$ cat config.mk
export PLATFORM = sky130hd
export DESIGN_NAME = one_wire_slave_byte_receiver_flat
export DESIGN_NICKNAME = d
export VERILOG_FILES = /design/src/owsbr_pkg.sv /design/src/owsbr_if.sv /design/src/owsbr_cfg.sv /design/src/owsbr_core.sv /design/src/one_wire_slave_byte_receiver.sv /design/src/flat_wrapper.sv
export SDC_FILE = /design/constraint.sdc
export NUM_CORES = 1
export LEC_CHECK = 0
export ABC_AREA = 1
export ABC_CLOCK_PERIOD_IN_PS = 8900
export BUFFER_PORTS_ARGS = -buffer_cell sky130_fd_sc_hd__buf_2
export CAP_MARGIN = 15
export CORE_ASPECT_RATIO = 1.1
export CORE_UTILIZATION = 58
export DETAILED_ROUTE_END_ITERATION = 7
export GPL_TIMING_DRIVEN = 0
export PLACE_DENSITY_LB_ADDON = 0.08
export SLEW_MARGIN = 10
export SYNTH_ARGS = -nofsm -noshare
export SYNTH_HDL_FRONTEND = slang
export SYNTH_HIERARCHICAL = 1
export SYNTH_SLANG_ARGS = --single-unit
$ cat constraint.sdc
create_clock -name i_clk -period 8.9 [get_ports i_clk]
set_clock_uncertainty 0.2 [all_clocks]
set_input_delay 0.89 -clock i_clk [delete_from_list [all_inputs] [get_ports i_clk]]
set_output_delay 0.89 -clock i_clk [all_outputs]
set_load 0.1 [all_outputs]
$ cat src/owsbr_pkg.sv
// package: shared types and constants of the 1-wire slave byte receiver
package owsbr_pkg;

    localparam int TICK_W = 20;
    localparam int DLY_W  = 6;
    localparam int BYTE_W = 8;
    localparam int ADDR_W = 4;
    localparam int DATA_W = 32;

    localparam logic [TICK_W-1:0] TIMEOUT_RST = 20'd1000;
    localparam logic [DLY_W-1:0]  SAMPLE_RST  = 6'd10;
    localparam logic [DLY_W-1:0]  GUARD_RST   = 6'd3;

    typedef enum logic [1:0] {
        REG_TIMEOUT = 2'd0,
        REG_SAMPLE  = 2'd1,
        REG_GUARD   = 2'd2
    } t_reg_idx;

    typedef enum logic [1:0] {
        PH_WAIT_FALL = 2'd0,
        PH_DELAY     = 2'd1,
        PH_WAIT_RISE = 2'd2,
        PH_GUARD     = 2'd3
    } t_phase;

    typedef struct packed {
        logic [TICK_W-1:0] timeout_ticks;
        logic [DLY_W-1:0]  sample_delay_ticks;
        logic [DLY_W-1:0]  guard_ticks;
    } t_cfg;

    typedef struct packed {
        logic              valid;
        logic [BYTE_W-1:0] data_byte;
        logic              timed_out;
    } t_result;

endpackage

$ cat src/owsbr_if.sv
// interfaces: line sample channel and received byte channel
interface owsbr_in_if;
    logic valid;
    logic ready;
    logic line_level;

    modport source(output valid, output line_level, input ready);
    modport sink(input valid, input line_level, output ready);
endinterface

interface owsbr_out_if;
    logic                        valid;
    logic                        ready;
    logic [owsbr_pkg::BYTE_W-1:0] data_byte;
    logic                        timed_out;

    modport source(output valid, output data_byte, output timed_out, input ready);
    modport sink(input valid, input data_byte, input timed_out, output ready);
endinterface

$ cat src/owsbr_cfg.sv
// configuration registers behind the apb-style port
module owsbr_cfg (
    input  logic                          i_clk,
    input  logic                          i_rst_n,
    input  logic                          psel,
    input  logic                          penable,
    input  logic                          pwrite,
    input  logic [owsbr_pkg::ADDR_W-1:0]  paddr,
    input  logic [owsbr_pkg::DATA_W-1:0]  pwdata,
    output logic [owsbr_pkg::DATA_W-1:0]  o_prdata,
    output owsbr_pkg::t_cfg               o_cfg
);

    owsbr_pkg::t_cfg      r_cfg;
    owsbr_pkg::t_reg_idx  w_idx;
    logic                 w_wr;

    assign w_idx = owsbr_pkg::t_reg_idx'(paddr[3:2]);
    assign w_wr  = psel & penable & pwrite;

    always_ff @(posedge i_clk) begin
        if (!i_rst_n) begin
            r_cfg.timeout_ticks      <= owsbr_pkg::TIMEOUT_RST;
            r_cfg.sample_delay_ticks <= owsbr_pkg::SAMPLE_RST;
            r_cfg.guard_ticks        <= owsbr_pkg::GUARD_RST;
        end else if (w_wr) begin
            case (w_idx)
                owsbr_pkg::REG_TIMEOUT: begin
                    r_cfg.timeout_ticks <= pwdata[owsbr_pkg::TICK_W-1:0];
                end
                owsbr_pkg::REG_SAMPLE: begin
                    r_cfg.sample_delay_ticks <= pwdata[owsbr_pkg::DLY_W-1:0];
                end
                owsbr_pkg::REG_GUARD: begin
                    r_cfg.guard_ticks <= pwdata[owsbr_pkg::DLY_W-1:0];
                end
                default: begin
                end
            endcase
        end
    end

    always_comb begin
        o_prdata = '0;
        case (w_idx)
            owsbr_pkg::REG_TIMEOUT: begin
                o_prdata = owsbr_pkg::DATA_W'(r_cfg.timeout_ticks);
            end
            owsbr_pkg::REG_SAMPLE: begin
                o_prdata = owsbr_pkg::DATA_W'(r_cfg.sample_delay_ticks);
            end
            owsbr_pkg::REG_GUARD: begin
                o_prdata = owsbr_pkg::DATA_W'(r_cfg.guard_ticks);
            end
            default: begin
                o_prdata = '0;
            end
        endcase
    end

    assign o_cfg = r_cfg;

endmodule

$ cat src/owsbr_core.sv
// bit timing state machine, tick counter and byte assembly
module owsbr_core #(
    parameter int DATA_BITS = 8
) (
    input  logic                i_clk,
    input  logic                i_rst_n,
    input  logic                i_step,
    input  logic                i_line,
    input  owsbr_pkg::t_cfg     i_cfg,
    output owsbr_pkg::t_result  o_res
);

    localparam int IDX_W = (DATA_BITS > 1) ? $clog2(DATA_BITS) : 1;
    localparam logic [IDX_W-1:0] LAST_IDX = IDX_W'(DATA_BITS - 1);

    owsbr_pkg::t_phase                r_phase, n_phase;
    logic [owsbr_pkg::TICK_W-1:0]     r_tick, n_tick;
    logic [IDX_W-1:0]                 r_bit_idx, n_bit_idx;
    logic [owsbr_pkg::BYTE_W-1:0]     r_shift, n_shift;
    logic                             r_sampled, n_sampled;

    logic [owsbr_pkg::TICK_W-1:0]     w_tick_inc;
    logic                             w_tick_out;
    logic                             w_delay_done;
    logic                             w_guard_done;
    logic                             w_last_bit;
    logic [owsbr_pkg::BYTE_W-1:0]     w_shift_fin;

    assign w_tick_inc   = r_tick + owsbr_pkg::TICK_W'(1);
    assign w_tick_out   = (r_tick >= i_cfg.timeout_ticks);
    assign w_delay_done = (w_tick_inc >= owsbr_pkg::TICK_W'(i_cfg.sample_delay_ticks));
    assign w_guard_done = (w_tick_inc >= owsbr_pkg::TICK_W'(i_cfg.guard_ticks));
    assign w_last_bit   = (r_bit_idx == LAST_IDX);

    // bits beyond the byte are dropped
    always_comb begin
        w_shift_fin = r_shift;
        if (32'(r_bit_idx) < owsbr_pkg::BYTE_W) begin
            w_shift_fin = r_shift | (owsbr_pkg::BYTE_W'(r_sampled) << r_bit_idx);
        end
    end

    // next phase
    always_comb begin
        n_phase = r_phase;
        unique case (r_phase)
            owsbr_pkg::PH_WAIT_FALL: begin
                if (!i_line) begin
                    n_phase = owsbr_pkg::PH_DELAY;
                end
            end
            owsbr_pkg::PH_DELAY: begin
                if (w_delay_done) begin
                    n_phase = owsbr_pkg::PH_WAIT_RISE;
                end
            end
            owsbr_pkg::PH_WAIT_RISE: begin
                priority if (i_line && (i_cfg.guard_ticks != '0)) begin
                    n_phase = owsbr_pkg::PH_GUARD;
                end else if (i_line || w_tick_out) begin
                    n_phase = owsbr_pkg::PH_WAIT_FALL;
                end else begin
                    n_phase = r_phase;
                end
            end
            owsbr_pkg::PH_GUARD: begin
                if (w_guard_done) begin
                    n_phase = owsbr_pkg::PH_WAIT_FALL;
                end
            end
            default: begin
                n_phase = owsbr_pkg::PH_WAIT_FALL;
            end
        endcase
    end

    // counter, assembly and result
    always_comb begin
        logic w_finish;
        logic w_abort;

        w_finish  = 1'b0;
        w_abort   = 1'b0;
        n_tick    = w_tick_inc;
        n_bit_idx = r_bit_idx;
        n_shift   = r_shift;
        n_sampled = r_sampled;
        o_res     = '0;

        unique case (r_phase)
            owsbr_pkg::PH_WAIT_FALL: begin
                priority if (!i_line) begin
                    n_tick = '0;
                end else if (w_tick_out) begin
                    w_abort = 1'b1;
                end else begin
                    n_tick = w_tick_inc;
                end
            end
            owsbr_pkg::PH_DELAY: begin
                if (w_delay_done) begin
                    n_sampled = i_line;
                    n_tick    = '0;
                end
            end
            owsbr_pkg::PH_WAIT_RISE: begin
                priority if (i_line && (i_cfg.guard_ticks == '0)) begin
                    w_finish = 1'b1;
                end else if (i_line) begin
                    n_tick = '0;
                end else if (w_tick_out) begin
                    w_abort = 1'b1;
                end else begin
                    n_tick = w_tick_inc;
                end
            end
            owsbr_pkg::PH_GUARD: begin
                if (w_guard_done) begin
                    w_finish = 1'b1;
                end
            end
            default: begin
                n_tick = '0;
            end
        endcase

        if (w_finish) begin
            n_tick = '0;
            if (w_last_bit) begin
                o_res.valid     = 1'b1;
                o_res.data_byte = w_shift_fin;
                n_bit_idx       = '0;
                n_shift         = '0;
            end else begin
                n_bit_idx = r_bit_idx + IDX_W'(1);
                n_shift   = w_shift_fin;
            end
        end

        if (w_abort) begin
            o_res.valid     = 1'b1;
            o_res.timed_out = 1'b1;
            n_tick          = '0;
            n_bit_idx       = '0;
            n_shift         = '0;
        end
    end

    always_ff @(posedge i_clk) begin
        if (!i_rst_n) begin
            r_phase   <= owsbr_pkg::PH_WAIT_FALL;
            r_tick    <= '0;
            r_bit_idx <= '0;
            r_shift   <= '0;
            r_sampled <= 1'b0;
        end else if (i_step) begin
            r_phase   <= n_phase;
            r_tick    <= n_tick;
            r_bit_idx <= n_bit_idx;
            r_shift   <= n_shift;
            r_sampled <= n_sampled;
        end
    end

endmodule

$ cat src/one_wire_slave_byte_receiver.sv
// top level: 1-wire slave write slot receiver, one line sample per beat
//
//   channel   dir  payload                     beats
//   i_in      in   line_level (1 bit)          one per microsecond tick
//   o_out     out  data_byte (8), timed_out    zero or one per input beat
//   apb       in   timeout, sample delay, guard registers at 0x0, 0x4, 0x8
//
// each accepted beat lands in the input register; once the result slot is free,
// the bit state machine updates on it and any result lands in the output
// register at the same edge
// one beat per cycle is sustained while o_out is ready; the next state is combinational
// reset loads register defaults and restarts at bit 0 waiting for an edge
// a stalled output holds its beat; the input register still takes a beat until it is
// also full, then ready drops
module one_wire_slave_byte_receiver #(
    parameter int DATA_BITS = 8
) (
    input  logic                          i_clk,
    input  logic                          i_rst_n,
    owsbr_in_if.sink                      i_in,
    owsbr_out_if.source                   o_out,
    input  logic                          psel,
    input  logic                          penable,
    input  logic                          pwrite,
    input  logic [owsbr_pkg::ADDR_W-1:0]  paddr,
    input  logic [owsbr_pkg::DATA_W-1:0]  pwdata,
    output logic [owsbr_pkg::DATA_W-1:0]  prdata,
    output logic                          pready
);

    owsbr_pkg::t_cfg     w_cfg;
    owsbr_pkg::t_result  w_res;

    // input register
    logic                r_in_valid;
    logic                r_in_line;

    // output register
    logic                          r_out_valid;
    logic [owsbr_pkg::BYTE_W-1:0]  r_out_byte;
    logic                          r_out_to;

    // the held sample steps the state machine when the result slot is free
    logic w_step;

    assign pready = 1'b1;

    owsbr_cfg u_cfg (
        .i_clk    (i_clk),
        .i_rst_n  (i_rst_n),
        .psel     (psel),
        .penable  (penable),
        .pwrite   (pwrite),
        .paddr    (paddr),
        .pwdata   (pwdata),
        .o_prdata (prdata),
        .o_cfg    (w_cfg)
    );

    owsbr_core #(
        .DATA_BITS (DATA_BITS)
    ) u_core (
        .i_clk   (i_clk),
        .i_rst_n (i_rst_n),
        .i_step  (w_step),
        .i_line  (r_in_line),
        .i_cfg   (w_cfg),
        .o_res   (w_res)
    );

    assign w_step     = r_in_valid & (~r_out_valid | o_out.ready);
    assign i_in.ready = ~r_in_valid | w_step;

    always_ff @(posedge i_clk) begin
        if (!i_rst_n) begin
            r_in_valid <= 1'b0;
        end else if (i_in.ready) begin
            r_in_valid <= i_in.valid;
        end
    end

    always_ff @(posedge i_clk) begin
        if (i_in.ready && i_in.valid) begin
            r_in_line <= i_in.line_level;
        end
    end

    // a new result replaces a drained one; otherwise a taken beat empties the slot
    always_ff @(posedge i_clk) begin
        if (!i_rst_n) begin
            r_out_valid <= 1'b0;
        end else if (w_step && w_res.valid) begin
            r_out_valid <= 1'b1;
        end else if (o_out.ready) begin
            r_out_valid <= 1'b0;
        end
    end

    always_ff @(posedge i_clk) begin
        if (w_step && w_res.valid) begin
            r_out_byte <= w_res.data_byte;
            r_out_to   <= w_res.timed_out;
        end
    end

    assign o_out.valid     = r_out_valid;
    assign o_out.data_byte = r_out_byte;
    assign o_out.timed_out = r_out_to;

endmodule

$ cat src/flat_wrapper.sv
// flat-port wrapper written by rule: the top's interface ports become plain ports
module one_wire_slave_byte_receiver_flat 
#(
    parameter int DATA_BITS = 8
)
  (i_clk, i_rst_n, psel, penable, pwrite, paddr, pwdata, prdata, pready, i_in_valid, i_in_line_level, i_in_ready, o_out_valid, o_out_data_byte, o_out_timed_out, o_out_ready);
  owsbr_in_if i_in_i ();
  owsbr_out_if o_out_i ();
  input  logic i_clk;
  input  logic i_rst_n;
  input  logic psel;
  input  logic penable;
  input  logic pwrite;
  input  logic [owsbr_pkg::ADDR_W-1:0] paddr;
  input  logic [owsbr_pkg::DATA_W-1:0] pwdata;
  output logic [owsbr_pkg::DATA_W-1:0] prdata;
  output logic pready;
  input wire logic [$bits(i_in_i.valid)-1:0] i_in_valid;
  input wire logic [$bits(i_in_i.line_level)-1:0] i_in_line_level;
  output wire logic [$bits(i_in_i.ready)-1:0] i_in_ready;
  output wire logic [$bits(o_out_i.valid)-1:0] o_out_valid;
  output wire logic [$bits(o_out_i.data_byte)-1:0] o_out_data_byte;
  output wire logic [$bits(o_out_i.timed_out)-1:0] o_out_timed_out;
  input wire logic [$bits(o_out_i.ready)-1:0] o_out_ready;
  assign i_in_i.valid = i_in_valid;
  assign i_in_i.line_level = i_in_line_level;
  assign i_in_ready = i_in_i.ready;
  assign o_out_valid = o_out_i.valid;
  assign o_out_data_byte = o_out_i.data_byte;
  assign o_out_timed_out = o_out_i.timed_out;
  assign o_out_i.ready = o_out_ready;
  one_wire_slave_byte_receiver #(.DATA_BITS(DATA_BITS)) u_core (.i_clk(i_clk), .i_rst_n(i_rst_n), .i_in(i_in_i), .o_out(o_out_i), .psel(psel), .penable(penable), .pwrite(pwrite), .paddr(paddr), .pwdata(pwdata), .prdata(prdata), .pready(pready));
endmodule
==> impl_metrics.prom <==
# TYPE chip_impl_metric gauge
chip_impl_metric{name="finalSetupViolations",unit=""} 0
chip_impl_metric{name="synth.lib_cells_used.distinct",unit=""} 36
chip_impl_metric{name="period_needed",unit="ns"} 3.80
chip_impl_metric{name="total_internal_power",unit="mW"} 0.555
chip_impl_metric{name="critical_path_peak_fanout",unit=""} 10
chip_impl_metric{name="drt_pass1_iterations",unit=""} 5
chip_impl_metric{name="drv.max_cap_violation_count",unit=""} 0
chip_impl_metric{name="worst-slew-pin-transition",unit="ns"} 0.709
chip_impl_info{name="timing.critical_path.from_type",value="register"} 1
chip_impl_metric{name="areaGrowthSynthToFinish",unit="%"} 13.0
chip_impl_metric{name="netSwitchingPower",unit="mW"} 0.226
chip_impl_info{name="status",value="finished, final reports clean"} 1
chip_impl_metric{name="finalHoldViolCount",unit=""} 0
chip_impl_metric{name="synth_top_cell_area_share",unit="%"} 25.1
chip_impl_metric{name="crit_path_max_incr_delay",unit="ns"} 0.59
chip_impl_metric{name="timing.critical_path.required",unit="ns"} 8.68
chip_impl_metric{name="core.rowCount",unit=""} 36
chip_impl_metric{name="detail_route.drc_violations",unit=""} 0
chip_impl_metric{name="post-route-period-util",unit="%"} 42.7
chip_impl_info{name="timing.setup.critical_path_class",value="register to register"} 1
chip_impl_metric{name="seq_area_frac_synth",unit="%"} 30.6
chip_impl_metric{name="vias_per_cell",unit=""} 5.07
chip_impl_info{name="cp_slowest_cell",value="sky130_fd_sc_hd__nor3_2"} 1
chip_impl_metric{name="cts-htree-levels",unit=""} 3
chip_impl_metric{name="ios",unit=""} 88
chip_impl_metric{name="core_region_area",unit="um2"} 8960
chip_impl_metric{name="routed_via_count",unit=""} 5401
chip_impl_metric{name="fraction_of_synthesis_flops_using_an_asynchronous_set_or_reset_pin",unit="%"} 0
chip_impl_info{name="critical_path.most_common_cell",value="sky130_fd_sc_hd__nand2_1"} 1
chip_impl_info{name="dominant_delay_contributor_by_cell_family_on_the_critical_path",value="simple AND/OR/NAND/NOR gates"} 1
chip_impl_metric{name="cts_max_path_bufs",unit=""} 2
chip_impl_metric{name="holdBufCountCts",unit=""} 0
chip_impl_metric{name="leakage_power_of_the_design",unit="nW"} 3.07
chip_impl_metric{name="insertion_delay",unit="ns"} 0.36
chip_impl_metric{name="die_area",unit="um2"} 9750
chip_impl_metric{name="grt_remaining_overflow",unit=""} 0
chip_impl_metric{name="power.clock.fraction",unit="%"} 37.6
chip_impl_metric{name="wire_per_inst",unit="um"} 12.0
chip_impl_info{name="cts_tree",value="yes"} 1
chip_impl_info{name="endpoint_kind",value="register"} 1
chip_impl_info{name="layout.cells.most_common_list",value="sky130_fd_sc_hd__nor2_1, sky130_fd_sc_hd__nand2_1, sky130_fd_sc_hd__inv_1"} 1
chip_impl_metric{name="dp_hpwl",unit="mm"} 9.80
chip_impl_info{name="synth.largest_area_cell",value="sky130_fd_sc_hd__dfxtp_1"} 1
chip_impl_metric{name="post-route-worst-setup-slack",unit="ns"} 5.10
chip_impl_metric{name="drt_iter0_markers",unit=""} 309
chip_impl_info{name="hold_path.class",value="register to register"} 1
chip_impl_metric{name="seq_power_share",unit="%"} 46.7
chip_impl_metric{name="warnings_from_yosys",unit=""} 6
chip_impl_metric{name="final-max-slew-violation-count",unit=""} 0
chip_impl_metric{name="maxSlewHeadroom",unit="%"} 52.5
chip_impl_metric{name="ir_worst_vdd",unit="uV"} 76.7
chip_impl_metric{name="diodes",unit=""} 0
chip_impl_metric{name="post_route_cells_drive_above_1_share",unit="%"} 14.4
chip_impl_info{name="cp_cell_sequence",value="ha_1 > nand2_1 > nor2_2 > nand2_1 > nand2_1 > nand2_1 > a21oi_1 > nand3_1 > nand2_1 > nand2_1 > nand3_2 > nand2_4 > buf_4 > nand2_1 > nand2_2 > nand2_1 > inv_1 > nor3_2"} 1
chip_impl_metric{name="postRouteWirelength",unit="mm"} 12.8
chip_impl_metric{name="floorplan.die.height",unit="um"} 103
chip_impl_metric{name="post_cts_buffers",unit=""} 0
chip_impl_metric{name="cts.clk_slew.worst_paths",unit="ns"} 0.08
chip_impl_info{name="netlist_top_cells_area",value="sky130_fd_sc_hd__dfxtp_1, sky130_fd_sc_hd__nor2_1, sky130_fd_sc_hd__nand2_1"} 1
chip_impl_metric{name="grt_start_max_net_pins",unit=""} 14
chip_impl_metric{name="dp_worst_setup_slack",unit="ns"} 4.73
chip_impl_metric{name="num-nets-final",unit=""} 1025
chip_impl_metric{name="power.density_cell_area",unit="nW/um2"} 127
chip_impl_metric{name="yosys_register_bits",unit=""} 78
chip_impl_metric{name="cp.buffers_inverters",unit=""} 2
chip_impl_metric{name="die_width",unit="um"} 94.2
chip_impl_metric{name="antenna_found_initial",unit=""} 0
chip_impl_metric{name="start_util",unit="%"} 60.5
chip_impl_metric{name="numPortBuffers",unit=""} 60
chip_impl_metric{name="clkSinkCount",unit=""} 78
chip_impl_info{name="cts.root.buffer_cell",value="sky130_fd_sc_hd__clkbuf_8"} 1
chip_impl_metric{name="first_global_vias",unit=""} 4946
chip_impl_metric{name="netlist_area",unit="um2"} 5430
chip_impl_info{name="rsz_0062_raised_after_global_routing",value="false"} 1
chip_impl_metric{name="finalWeightedCongestion",unit=""} 0.935
chip_impl_metric{name="postRouteAntennaNets",unit=""} 0
chip_impl_metric{name="totalPowerFinal",unit="mW"} 0.780
chip_impl_metric{name="postCtsResizedCells",unit=""} 0
chip_impl_metric{name="synth_enable_flop_cells",unit=""} 10
chip_impl_metric{name="synth_area_per_cell",unit="um2"} 6.28
chip_impl_metric{name="timing.fmax",unit="GHz"} 0.263
chip_impl_info{name="final_common_cell",value="sky130_fd_sc_hd__nor2_1"} 1
chip_impl_metric{name="track_usage",unit="%"} 27.9
chip_impl_metric{name="p_sw_share",unit="%"} 28.9
chip_impl_metric{name="syn_inst_count",unit=""} 864
chip_impl_metric{name="grt_first_pass_wirelength",unit="mm"} 21.5
chip_impl_metric{name="final.setup.tns",unit="ns"} 0
chip_impl_metric{name="fin_hold_ws",unit="ns"} 0.278
chip_impl_metric{name="power.share.combinational",unit="%"} 15.7
chip_impl_metric{name="arrival",unit="ns"} 3.59
chip_impl_metric{name="total_clock_buffers_created_by_cts",unit=""} 9
chip_impl_info{name="yosys_most_used_dff",value="sky130_fd_sc_hd__dfxtp_1"} 1
cells in the mapped netlist, types with 10 or more instances:
| library cell | n |
|---|---|
| sky130_fd_sc_hd__a21oi_1 | 31 |
| sky130_fd_sc_hd__buf_4 | 19 |
| sky130_fd_sc_hd__clkbuf_1 | 10 |
| sky130_fd_sc_hd__dfxtp_1 | 68 |
| sky130_fd_sc_hd__edfxtp_1 | 10 |
| sky130_fd_sc_hd__ha_1 | 35 |
| sky130_fd_sc_hd__inv_1 | 133 |
| sky130_fd_sc_hd__nand2_1 | 183 |
| sky130_fd_sc_hd__nand3_1 | 63 |
| sky130_fd_sc_hd__nand3_2 | 10 |
| sky130_fd_sc_hd__nand4_1 | 24 |
| sky130_fd_sc_hd__nor2_1 | 203 |
| sky130_fd_sc_hd__o21ai_0 | 11 |
power groups by stage:
stage	clock [mW]	sequential [mW]	combinational, mW
2_1_floorplan	0	0.371	0.0981
3_3_place_gp	0	0.373	0.119
3_5_place_dp	0	0.373	0.121
4_1_cts	0.295	0.365	0.122
5_1_grt	0.312	0.366	0.134
6_report	0.293	0.365	0.122
worst register-to-register path, stage by stage, from the launching register on:
cell                      delay (ns)
sky130_fd_sc_hd__dfxtp_1        0.47
sky130_fd_sc_hd__ha_1           0.32
sky130_fd_sc_hd__nand2_1        0.10
sky130_fd_sc_hd__nor2_2         0.19
sky130_fd_sc_hd__nand2_1        0.15
sky130_fd_sc_hd__nand2_1        0.10
sky130_fd_sc_hd__nand2_1        0.06
sky130_fd_sc_hd__a21oi_1        0.24
sky130_fd_sc_hd__nand3_1        0.12
sky130_fd_sc_hd__nand2_1        0.07
sky130_fd_sc_hd__nand2_1        0.06
sky130_fd_sc_hd__nand3_2        0.09
sky130_fd_sc_hd__nand2_4        0.08
sky130_fd_sc_hd__buf_4          0.18
sky130_fd_sc_hd__nand2_1        0.09
sky130_fd_sc_hd__nand2_2        0.13
sky130_fd_sc_hd__nand2_1        0.12
sky130_fd_sc_hd__inv_1          0.07
sky130_fd_sc_hd__nor3_2         0.59
per-stage QoR:
stage	instance area [um2]	util [%]	std cells
floorplan	5470	-	875
CTS	6120	68.3	1065
finish	6130	68.4	1065
detailed placement	5910	65.9	1049
global placement	5910	65.9	1049
global route	6130	68.4	1065
registers in the layout, indices dropped and copies added, names as in the netlist:
name and cells:
u_core/o_out.data_byte 8, u_core/o_out.timed_out 1, u_core/o_out.valid 1, u_core/r_in_line 1, u_core/r_in_valid 1, u_core/u_cfg/o_cfg 32
u_core/u_core/r_bit_idx 3, u_core/u_core/r_phase 2, u_core/u_core/r_sampled 1, u_core/u_core/r_shift 8, u_core/u_core/r_tick 20
kinds of logic after synthesis:
logic type                 count (synthesis)  synth area share, %
and+or+nand+nor                          513                 41.1
DFF                                       78                 30.6
adders and majority gates                 35                 8.07
buffers and inverters                    179                 14.0
other                                      2                0.138
AOI/OAI and AO/OA                         51                 5.10
xor gates and xnor gates                   6                0.969
worst paths after layout:
| kind | start | endpoint | slack [ns] | cells past startpoint |
|---|---|---|---|---|
| setup / recovery | u_core/u_core/r_tick[0] | u_core/o_out.data_byte[0] | 5.10 | 18 |
| hold reg to reg | u_core/u_core/r_shift[3] | u_core/u_core/r_shift[3] | 0.28 | 2 |
| hold / removal | u_core/u_core/r_shift[3] | u_core/u_core/r_shift[3] | 0.28 | 2 |
| setup reg to reg | u_core/u_core/r_tick[0] | u_core/o_out.data_byte[0] | 5.10 | 18 |
routing by layer:
layer	routed length, um	vias up	global-route usage (%)
met5	0	-	0
met4	366	0	13.4
met3	625	28	2.92
met2	6250	173	50.1
met1	5550	2383	33.3
li1	-	2817	-
final cells by class:
cell class | instances | area [um2]
clock buffers | 12 | 145
flip-flops and latches | 78 | 1660
clock inverters | 4 | 70.1
multi-input cells | 618 | 3050
repair buffers | 60 | 300
well taps | 114 | 143
plain buffers | 40 | 238
fillers | 825 | 2830
inverters | 139 | 522
Note: power is estimated with default switching activity, not from simulation.
